==> src/hdl/deqs_pkg.sv <==
// Shared types and constants for the double-ended queue with search.
// Command codes, status codes, stream widths and controller/datapath structs.
// No dependencies.
package deqs_pkg;

  localparam int OPCODE_W = 3;
  localparam int VALUE_W  = 32;
  localparam int STATUS_W = 2;
  localparam int POS_W    = 5;
  localparam int S_TDATA_W = 40;
  localparam int M_TDATA_W = 40;

  localparam logic [OPCODE_W-1:0] OP_PUSH_FRONT = 3'd0;
  localparam logic [OPCODE_W-1:0] OP_PUSH_BACK  = 3'd1;
  localparam logic [OPCODE_W-1:0] OP_POP_FRONT  = 3'd2;
  localparam logic [OPCODE_W-1:0] OP_POP_BACK   = 3'd3;
  localparam logic [OPCODE_W-1:0] OP_SEARCH     = 3'd4;

  localparam logic [STATUS_W-1:0] ST_OK        = 2'd0;
  localparam logic [STATUS_W-1:0] ST_FULL      = 2'd1;
  localparam logic [STATUS_W-1:0] ST_EMPTY     = 2'd2;
  localparam logic [STATUS_W-1:0] ST_NOT_FOUND = 2'd3;

  typedef struct packed {
    logic                load;
    logic                wr_front;
    logic                wr_back;
    logic                rd_front;
    logic                rd_back;
    logic                search_start;
    logic                rd_next;
    logic                pop_front;
    logic                pop_back;
    logic                hit;
    logic                res_set;
    logic [STATUS_W-1:0] res_status;
    logic                out_load;
  } deqs_cmd_t;

  typedef struct packed {
    logic [OPCODE_W-1:0] op;
    logic                full;
    logic                empty;
    logic                match;
    logic                last;
    logic                out_free;
  } deqs_stat_t;

endpackage

==> src/hdl/deqs_ram.sv <==
// Generic single-port-write, single-port-read RAM with registered read data.
// Standalone; no package dependencies.
module deqs_ram #(
  parameter int WIDTH = 32,
  parameter int DEPTH = 16,
  localparam int AW = (DEPTH > 1) ? $clog2(DEPTH) : 1
) (
  input  logic             clk,
  input  logic             we,
  input  logic [AW-1:0]    waddr,
  input  logic [WIDTH-1:0] wdata,
  input  logic             re,
  input  logic [AW-1:0]    raddr,
  output logic [WIDTH-1:0] rdata
);

  logic [WIDTH-1:0] mem [DEPTH];

  always_ff @(posedge clk) begin
    if (we) begin
      mem[waddr] <= wdata;
    end
    if (re) begin
      rdata <= mem[raddr];
    end
  end

endmodule

==> src/hdl/deqs_ctrl.sv <==
// Controller state machine for the double-ended queue with search.
// Issues datapath commands from status; depends on deqs_pkg.
module deqs_ctrl (
  input  logic                clk,
  input  logic                rst,
  input  logic                s_axis_tvalid,
  output logic                s_axis_tready,
  input  deqs_pkg::deqs_stat_t stat,
  output deqs_pkg::deqs_cmd_t  cmd
);
  import deqs_pkg::*;

  localparam logic [2:0] S_IDLE = 3'd0;
  localparam logic [2:0] S_EXEC = 3'd1;
  localparam logic [2:0] S_POP  = 3'd2;
  localparam logic [2:0] S_SRCH = 3'd3;
  localparam logic [2:0] S_RESP = 3'd4;

  logic [2:0] state;
  logic [2:0] state_next;

  assign s_axis_tready = (state == S_IDLE);

  always_ff @(posedge clk) begin
    if (rst) begin
      state <= S_IDLE;
    end else begin
      state <= state_next;
    end
  end

  always_comb begin
    cmd        = '0;
    state_next = state;
    case (state)
      S_IDLE: begin
        if (s_axis_tvalid) begin
          cmd.load   = 1'b1;
          state_next = S_EXEC;
        end
      end
      S_EXEC: begin
        state_next = S_RESP;
        cmd.res_set = 1'b1;
        cmd.res_status = ST_OK;
        case (stat.op)
          OP_PUSH_FRONT: begin
            if (stat.full) begin
              cmd.res_status = ST_FULL;
            end else begin
              cmd.wr_front = 1'b1;
            end
          end
          OP_PUSH_BACK: begin
            if (stat.full) begin
              cmd.res_status = ST_FULL;
            end else begin
              cmd.wr_back = 1'b1;
            end
          end
          OP_POP_FRONT: begin
            if (stat.empty) begin
              cmd.res_status = ST_EMPTY;
            end else begin
              cmd.res_set  = 1'b0;
              cmd.rd_front = 1'b1;
              state_next   = S_POP;
            end
          end
          OP_POP_BACK: begin
            if (stat.empty) begin
              cmd.res_status = ST_EMPTY;
            end else begin
              cmd.res_set = 1'b0;
              cmd.rd_back = 1'b1;
              state_next  = S_POP;
            end
          end
          OP_SEARCH: begin
            if (stat.empty) begin
              cmd.res_status = ST_NOT_FOUND;
            end else begin
              cmd.res_set      = 1'b0;
              cmd.search_start = 1'b1;
              state_next       = S_SRCH;
            end
          end
          default: begin
            cmd.res_status = ST_OK;
          end
        endcase
      end
      S_POP: begin
        if (stat.op == OP_POP_FRONT) begin
          cmd.pop_front = 1'b1;
        end else begin
          cmd.pop_back = 1'b1;
        end
        state_next = S_RESP;
      end
      S_SRCH: begin
        if (stat.match) begin
          cmd.hit    = 1'b1;
          state_next = S_RESP;
        end else if (stat.last) begin
          cmd.res_set    = 1'b1;
          cmd.res_status = ST_NOT_FOUND;
          state_next     = S_RESP;
        end else begin
          cmd.rd_next = 1'b1;
        end
      end
      S_RESP: begin
        if (stat.out_free) begin
          cmd.out_load = 1'b1;
          state_next   = S_IDLE;
        end
      end
      default: begin
        state_next = S_IDLE;
      end
    endcase
  end

endmodule

==> src/hdl/deqs_dp.sv <==
// Datapath for the double-ended queue with search: pointers, element RAM,
// search scan, result and output registers. Depends on deqs_pkg, deqs_ram.
module deqs_dp #(
  parameter int CAPACITY = 16
) (
  input  logic                                clk,
  input  logic                                rst,
  input  logic [deqs_pkg::S_TDATA_W-1:0]      s_axis_tdata,
  output logic                                m_axis_tvalid,
  input  logic                                m_axis_tready,
  output logic [deqs_pkg::M_TDATA_W-1:0]      m_axis_tdata,
  input  deqs_pkg::deqs_cmd_t                 cmd,
  output deqs_pkg::deqs_stat_t                stat
);
  import deqs_pkg::*;

  localparam int IW = $clog2(CAPACITY);
  localparam int CW = $clog2(CAPACITY + 1);
  localparam int PW = (CW > POS_W) ? CW : POS_W;

  logic [IW-1:0]              front;
  logic [CW-1:0]              count;
  logic [CW-1:0]              idx;
  logic [OPCODE_W-1:0]        op_q;
  logic signed [VALUE_W-1:0]  val_q;
  logic [STATUS_W-1:0]        res_status;
  logic signed [VALUE_W-1:0]  res_removed;
  logic [POS_W-1:0]           res_pos;
  logic [STATUS_W-1:0]        out_status;
  logic signed [VALUE_W-1:0]  out_removed;
  logic [POS_W-1:0]           out_pos;

  logic [IW-1:0]              slot_prev;
  logic [IW-1:0]              slot_next;
  logic [IW-1:0]              slot_tail;
  logic [IW-1:0]              slot_last;
  logic [IW-1:0]              slot_scan;
  logic [CW-1:0]              idx_inc;
  logic [PW-1:0]              pos_full;

  logic                       ram_we;
  logic [IW-1:0]              ram_waddr;
  logic                       ram_re;
  logic [IW-1:0]              ram_raddr;
  logic [VALUE_W-1:0]         ram_rdata;

  function automatic logic [IW-1:0] slot_at(input logic [IW-1:0] base,
                                            input logic [CW-1:0] off);
    logic [IW:0] sum;
    sum = (IW+1)'(base) + (IW+1)'(off);
    if (sum >= (IW+1)'(CAPACITY)) begin
      sum = sum - (IW+1)'(CAPACITY);
    end
    return sum[IW-1:0];
  endfunction

  assign idx_inc   = idx + CW'(1);
  assign slot_prev = slot_at(front, CW'(CAPACITY - 1));
  assign slot_next = slot_at(front, CW'(1));
  assign slot_tail = slot_at(front, count);
  assign slot_last = slot_at(front, count - CW'(1));
  assign slot_scan = slot_at(front, idx_inc);
  assign pos_full  = PW'(idx) + PW'(1);

  assign ram_we    = cmd.wr_front | cmd.wr_back;
  assign ram_waddr = cmd.wr_front ? slot_prev : slot_tail;
  assign ram_re    = cmd.rd_front | cmd.search_start | cmd.rd_back | cmd.rd_next;

  always_comb begin
    if (cmd.rd_back) begin
      ram_raddr = slot_last;
    end else if (cmd.rd_next) begin
      ram_raddr = slot_scan;
    end else begin
      ram_raddr = front;
    end
  end

  deqs_ram #(
    .WIDTH(VALUE_W),
    .DEPTH(CAPACITY)
  ) u_ram (
    .clk  (clk),
    .we   (ram_we),
    .waddr(ram_waddr),
    .wdata(val_q),
    .re   (ram_re),
    .raddr(ram_raddr),
    .rdata(ram_rdata)
  );

  always_ff @(posedge clk) begin
    if (rst) begin
      front         <= '0;
      count         <= '0;
      m_axis_tvalid <= 1'b0;
    end else begin
      if (cmd.wr_front) begin
        front <= slot_prev;
        count <= count + CW'(1);
      end else if (cmd.wr_back) begin
        count <= count + CW'(1);
      end else if (cmd.pop_front) begin
        front <= slot_next;
        count <= count - CW'(1);
      end else if (cmd.pop_back) begin
        count <= count - CW'(1);
      end
      if (cmd.out_load) begin
        m_axis_tvalid <= 1'b1;
      end else if (m_axis_tready) begin
        m_axis_tvalid <= 1'b0;
      end
    end
  end

  always_ff @(posedge clk) begin
    if (cmd.load) begin
      op_q  <= s_axis_tdata[OPCODE_W-1:0];
      val_q <= s_axis_tdata[OPCODE_W +: VALUE_W];
    end
    if (cmd.search_start) begin
      idx <= '0;
    end else if (cmd.rd_next) begin
      idx <= idx_inc;
    end
    if (cmd.res_set) begin
      res_status  <= cmd.res_status;
      res_removed <= '0;
      res_pos     <= '0;
    end else if (cmd.pop_front || cmd.pop_back) begin
      res_status  <= ST_OK;
      res_removed <= ram_rdata;
      res_pos     <= '0;
    end else if (cmd.hit) begin
      res_status  <= ST_OK;
      res_removed <= '0;
      res_pos     <= pos_full[POS_W-1:0];
    end
    if (cmd.out_load) begin
      out_status  <= res_status;
      out_removed <= res_removed;
      out_pos     <= res_pos;
    end
  end

  assign m_axis_tdata = {1'b0, out_pos, out_removed, out_status};

  assign stat.op       = op_q;
  assign stat.full     = (count == CW'(CAPACITY));
  assign stat.empty    = (count == '0);
  assign stat.match    = (ram_rdata == val_q);
  assign stat.last     = (idx_inc == count);
  assign stat.out_free = !m_axis_tvalid || m_axis_tready;

endmodule

==> src/hdl/double_ended_queue_with_search_unit.sv <==
// Top level of the double-ended queue with search.
// Joins deqs_ctrl and deqs_dp; depends on deqs_pkg.
//
// Holds up to CAPACITY signed 32-bit values in front-to-back order and runs one
// command per input transaction: push front, push back, pop front, pop back or
// search by value, answering each with exactly one output transaction. After
// acceptance a command passes the execute state, then the pop read state for
// a pop or the search state for a search, then the response state, which
// moves the result into the output register once that register is free. The
// search scans the element RAM through its single read port one entry per
// cycle; the position of the first match sets the scan length. A push, a
// failed pop, an empty search or an unused opcode skips to the response state.
// The next command is accepted once the previous result has moved into the
// output register, even if that result is still waiting on m_axis_tready.
// The element RAM needs no clearing after reset.
module double_ended_queue_with_search_unit #(
  parameter int CAPACITY = 16
) (
  input  logic        clk,
  input  logic        rst,
  input  logic        s_axis_tvalid,
  output logic        s_axis_tready,
  // opcode[2:0], value[34:3], zero[39:35]
  input  logic [39:0] s_axis_tdata,
  output logic        m_axis_tvalid,
  input  logic        m_axis_tready,
  // status[1:0], removed_value[33:2], position[38:34], zero[39]
  output logic [39:0] m_axis_tdata
);
  import deqs_pkg::*;

  deqs_cmd_t  cmd;
  deqs_stat_t stat;

  deqs_ctrl u_ctrl (
    .clk          (clk),
    .rst          (rst),
    .s_axis_tvalid(s_axis_tvalid),
    .s_axis_tready(s_axis_tready),
    .stat         (stat),
    .cmd          (cmd)
  );

  deqs_dp #(
    .CAPACITY(CAPACITY)
  ) u_dp (
    .clk          (clk),
    .rst          (rst),
    .s_axis_tdata (s_axis_tdata),
    .m_axis_tvalid(m_axis_tvalid),
    .m_axis_tready(m_axis_tready),
    .m_axis_tdata (m_axis_tdata),
    .cmd          (cmd),
    .stat         (stat)
  );

endmodule

==> config.mk <==
export PLATFORM = sky130hd
export DESIGN_NAME = double_ended_queue_with_search_unit
export DESIGN_NICKNAME = d
export VERILOG_FILES = /design/src/hdl/deqs_pkg.sv /design/src/hdl/deqs_ram.sv /design/src/hdl/deqs_ctrl.sv /design/src/hdl/deqs_dp.sv /design/src/hdl/double_ended_queue_with_search_unit.sv
export SDC_FILE = /design/constraint.sdc
export NUM_CORES = 1
export LEC_CHECK = 0
export ABC_AREA = 1
export BUFFER_PORTS_ARGS = -buffer_cell sky130_fd_sc_hd__buf_2
export CORE_UTILIZATION = 41
export CTS_BUF_LIST = sky130_fd_sc_hd__clkbuf_2
export DETAILED_ROUTE_END_ITERATION = 16
export RECOVER_POWER = 50
export SYNTH_ARGS = -nofsm -noshare
export SYNTH_HDL_FRONTEND = slang
export SYNTH_HIERARCHICAL = 1
export SYNTH_SLANG_ARGS = --single-unit
==> constraint.sdc <==
create_clock -name clk -period 5.1 [get_ports clk]
set_input_delay 0.255 -clock clk [delete_from_list [all_inputs] [get_ports clk]]
set_output_delay 0.255 -clock clk [all_outputs]
set_load 0.005 [all_outputs]
==> impl_metrics.yaml <==
clocking:
  clk_latency_ns: 1.34
  clock_sinks: 675
  clockBufferDepth: 3
  post_cts_buffers: 0
  cts_made_buffers: 167
  cts.reportedPaths.clkPinSlew_ns: 0.10
  cts_max_level: 4
  cts_tree: "built"
  clk_root_buffer_cell: "clkbuf_2"
die:
  ios: 86
  die_y_um: 267
  initial_core_util_pct: 41.7
  core_area_sq_um: 69100
  std_cell_rows: 96
  die_width_um: 267
  dieArea_sq_um: 71300
run:
  maxCapViolations: 1
detailed_routing:
  top_layer_used: "met4"
  dr.pass1.iters: 5
  met3_length_um: 5000
  drc: 0
  antenna_left: 0
  viasPerCell: 4.88
  wl_per_cell_um: 17.5
  drt-initial-drc-count: 1658
  routedLengthMet1_um: 30100
  vias: 19649
  wl_met2_um: 34000
  drt_wl_total_um: 70600
global_routing:
  grt_max_degree: 129
  antenna_found_initial: 1
  grt_pass1_vias: 19058
  grt_overflow: 0
  grt_pass1_wl_um: 107000
  grt.total_usage_pct: 20.1
logic_synthesis:
  synth_cells: 2701
  avgSynthCellArea_sq_um: 10.7
  synthMuxAreaShare_pct: 0
  synth_compound_area_share_pct: 1.58
  synth_xor_area_share_pct: 1.13
  synth-adder-area-share_pct: 0.860
  synth_nets: 2763
  synth_seq_cells: 675
  yosysSeqAreaShare_pct: 68.5
  synth_top_family_by_area: "simple AND/OR/NAND/NOR gates"
  synthSimpleGateAreaFrac_pct: 19.3
  synth.distinct_cells: 38
  ys_warn_count: 6
  syn-cell-area_sq_um: 28800
power_and_ir_drop:
  peakVddDrop_mv: 0.192
  powerDensity_nw_per_um2: 325
  total_power_w: 0.0106
  p_leak_nw: 13.7
critical_path:
  required_ns: 6.15
  reg2reg_depth: 18
  worstReg2RegStart: "u_dp/val_q[18]"
  crit_family: "simple AND/OR/NAND/NOR gates"
  path_common_cell: "nand2_1"
  cp_max_fo: 81
  worstReg2RegEnd: "u_dp/u_ram/rdata[31]"
  worstPathArrival_ns: 5.52
  worstSetupEndpointType: "flop"
  critical_path_class: "reg2reg"
  rrSetupSlack_ns: 0.63
  cpPeakStageDelay_ns: 0.66
  path_buf_inv: 4
  crit_chain: "xnor2_1, nand3_1, nor3_1, nand2_1, nor2_1, nor2_1, nand2_1, inv_1, clkinv_1, nand2_1, a21oi_4, buf_12, buf_12, nand2_1, nand3_1, nand3_1, nand3_1, nand2_1"
  start_kind: "flop"
  worst_path_max_delay_cell: "edfxtp_1"
timing:
  timing.fmax_mhz: 224
  rsz0062_at_grt: "no"
  finalHoldViolCount: 0
  slew_headroom_pct: -40.3
  timing.hold.ws_ns: 0.185
  min_period_over_period_pct: 87.7
  finalCriticalPeriod_ns: 4.47
  skew_ns: 0.0721
  worst-slew-pin-transition_ns: 2.10
  setup_violations: 0
  maxSlewViolCount: 15
  fin_setup_tns_ns: 0
run_status:
  violations: "capacitance limit, slew limit"
  status: "finished with violations"
placed_design:
  io_buffers: 79
  place_congestion: 0.797
  dp_hpwl_um: 37500
hold_path:
  min_to: "u_dp/val_q[11]"
  hold_depth: 3
  hp-start: "s_axis_tdata[14]"
  hp-class: "in2reg"
finish:
  layout-area-overhead-vs-synth_pct: 13.6
  layout.nets: 3036
  layout-drive-gt1-share_pct: 13.1
==> worst min-delay path, cell delays in order <==
cell,delay [ns]
dlygate4sd3_1,0.53
buf_2,0.10
dlygate4sd3_1,0.54
==> worst max path at each step <==
| stage | startpoint | to | slack, ns | depth (start not counted) |
|---|---|---|---|---|
| finish | u_dp/val_q[18] | u_dp/u_ram/rdata[31] | 0.63 | 18 |
| global route | u_dp/val_q[5] | u_dp/u_ram/rdata[31] | 0.22 | 20 |
| CTS | u_dp/val_q[22] | u_dp/u_ram/rdata[27] | 0.60 | 19 |
| detailed placement | u_dp/val_q[22] | u_dp/u_ram/rdata[27] | 0.64 | 19 |
| global placement | u_dp/val_q[22] | u_dp/u_ram/rdata[17] | 0.75 | 19 |
| floorplan | u_ctrl/state[0] | u_dp/out_pos[0] | 0.31 | 1 |
==> through the flow <==
step           cell area, sq um  worst slack (ns)  std cells  utilization [%]
6_report                  32700             0.629       4026             47.4
5_1_grt                   32700             0.220       4026             47.4
4_1_cts                   32800             0.600       4025             47.4
3_5_place_dp              30300             0.639       3642             43.8
3_3_place_gp              30300             0.750       3642             43.8
2_1_floorplan             28800             0.306       2701                -
==> synth_stat cells, drive strengths merged <==
cell type | n | share of area, %
a211oi | 2 | 0.052
a21o | 1 | 0.026
a21oi | 56 | 0.97
and2 | 1 | 0.022
buf | 99 | 2.5
clkbuf | 20 | 0.27
clkinv | 1 | 0.013
conb | 1 | 0.013
dfxtp | 55 | 3.8
edfxtp | 620 | 65
fa | 3 | 0.21
ha | 15 | 0.65
inv | 446 | 5.8
nand2 | 814 | 11
nand3 | 417 | 7.2
nand3b | 2 | 0.052
nand4 | 11 | 0.24
nor2 | 62 | 0.97
nor3 | 5 | 0.087
nor4 | 1 | 0.022
o21a | 1 | 0.026
o21ai | 23 | 0.40
o221ai | 1 | 0.030
o22ai | 2 | 0.043
o31ai | 1 | 0.026
or2 | 4 | 0.087
xnor2 | 22 | 0.67
xor2 | 15 | 0.46
==> layer usage <==
metal	vias to the layer above	GRT usage (%)
met2	691	33.1
met3	120	4.04
met4	0	7.89
li1	9464	-
met1	9374	26.2
met5	-	0
==> area by class of cell <==
cell class | instances | area, sq um
Clock buffer | 251 | 1260
Clock inverter | 38 | 318
Multi-Input combinational cell | 1460 | 6760
Tap cell | 931 | 1160
Fill cell | 6381 | 36400
Inverter | 447 | 1690
Sequential cell | 675 | 19700
Timing Repair Buffer | 223 | 1800
Antenna cell | 1 | 2.50
==> cell families after synthesis <==
logic type / after synthesis
compound gates: 87
xor+xnor: 37
fa+ha+maj: 18
buf+inv: 566
flops: 675
other cells: 1
simple gates: 1317
==> flip-flops by register name, summed over array words and instances, names as in the netlist <==
register / flops
u_ctrl/state: 3
u_dp/count: 5
u_dp/front: 4
u_dp/idx: 5
u_dp/m_axis_tvalid: 1
u_dp/op_q: 3
u_dp/out_pos: 5
u_dp/out_removed: 32
u_dp/out_status: 2
u_dp/res_pos: 5
u_dp/res_removed: 32
u_dp/res_status: 2
u_dp/u_ram/mem: 512
u_dp/u_ram/rdata: 32
u_dp/val_q: 32
==> power breakdown <==
group	switching [W]	internal (W)	leakage (nW)	total, W
clock	0.00213	0.00160	1.19	0.00373
sequential	0.000104	0.00615	6.10	0.00625
combinational	0.000411	0.000217	6.43	0.000629
total	0.00265	0.00797	13.7	0.0106
==> layout by cell type, fill, tap and decap left out, types with 21 or more instances in the layout <==
cell type,Yosys,layout
buf_2,44,63
xnor2_1,22,22
dfxtp_1,55,55
nand3_1,417,416
clkbuf_1,19,24
nor2_1,58,42
dlygate4sd3_1,0,94
inv_1,440,440
a21oi_1,56,54
edfxtp_1,620,620
nand2_1,814,813
clkinv_1,1,24
buf_4,7,30
clkbuf_2,1,251
o21ai_0,22,21
==> what timing repair did <==
action,CTS,global route
gates resized for setup,0,0
hold endpoints to repair,122,0
hold buffers,94,0
Power figures use the tool's default switching activity.
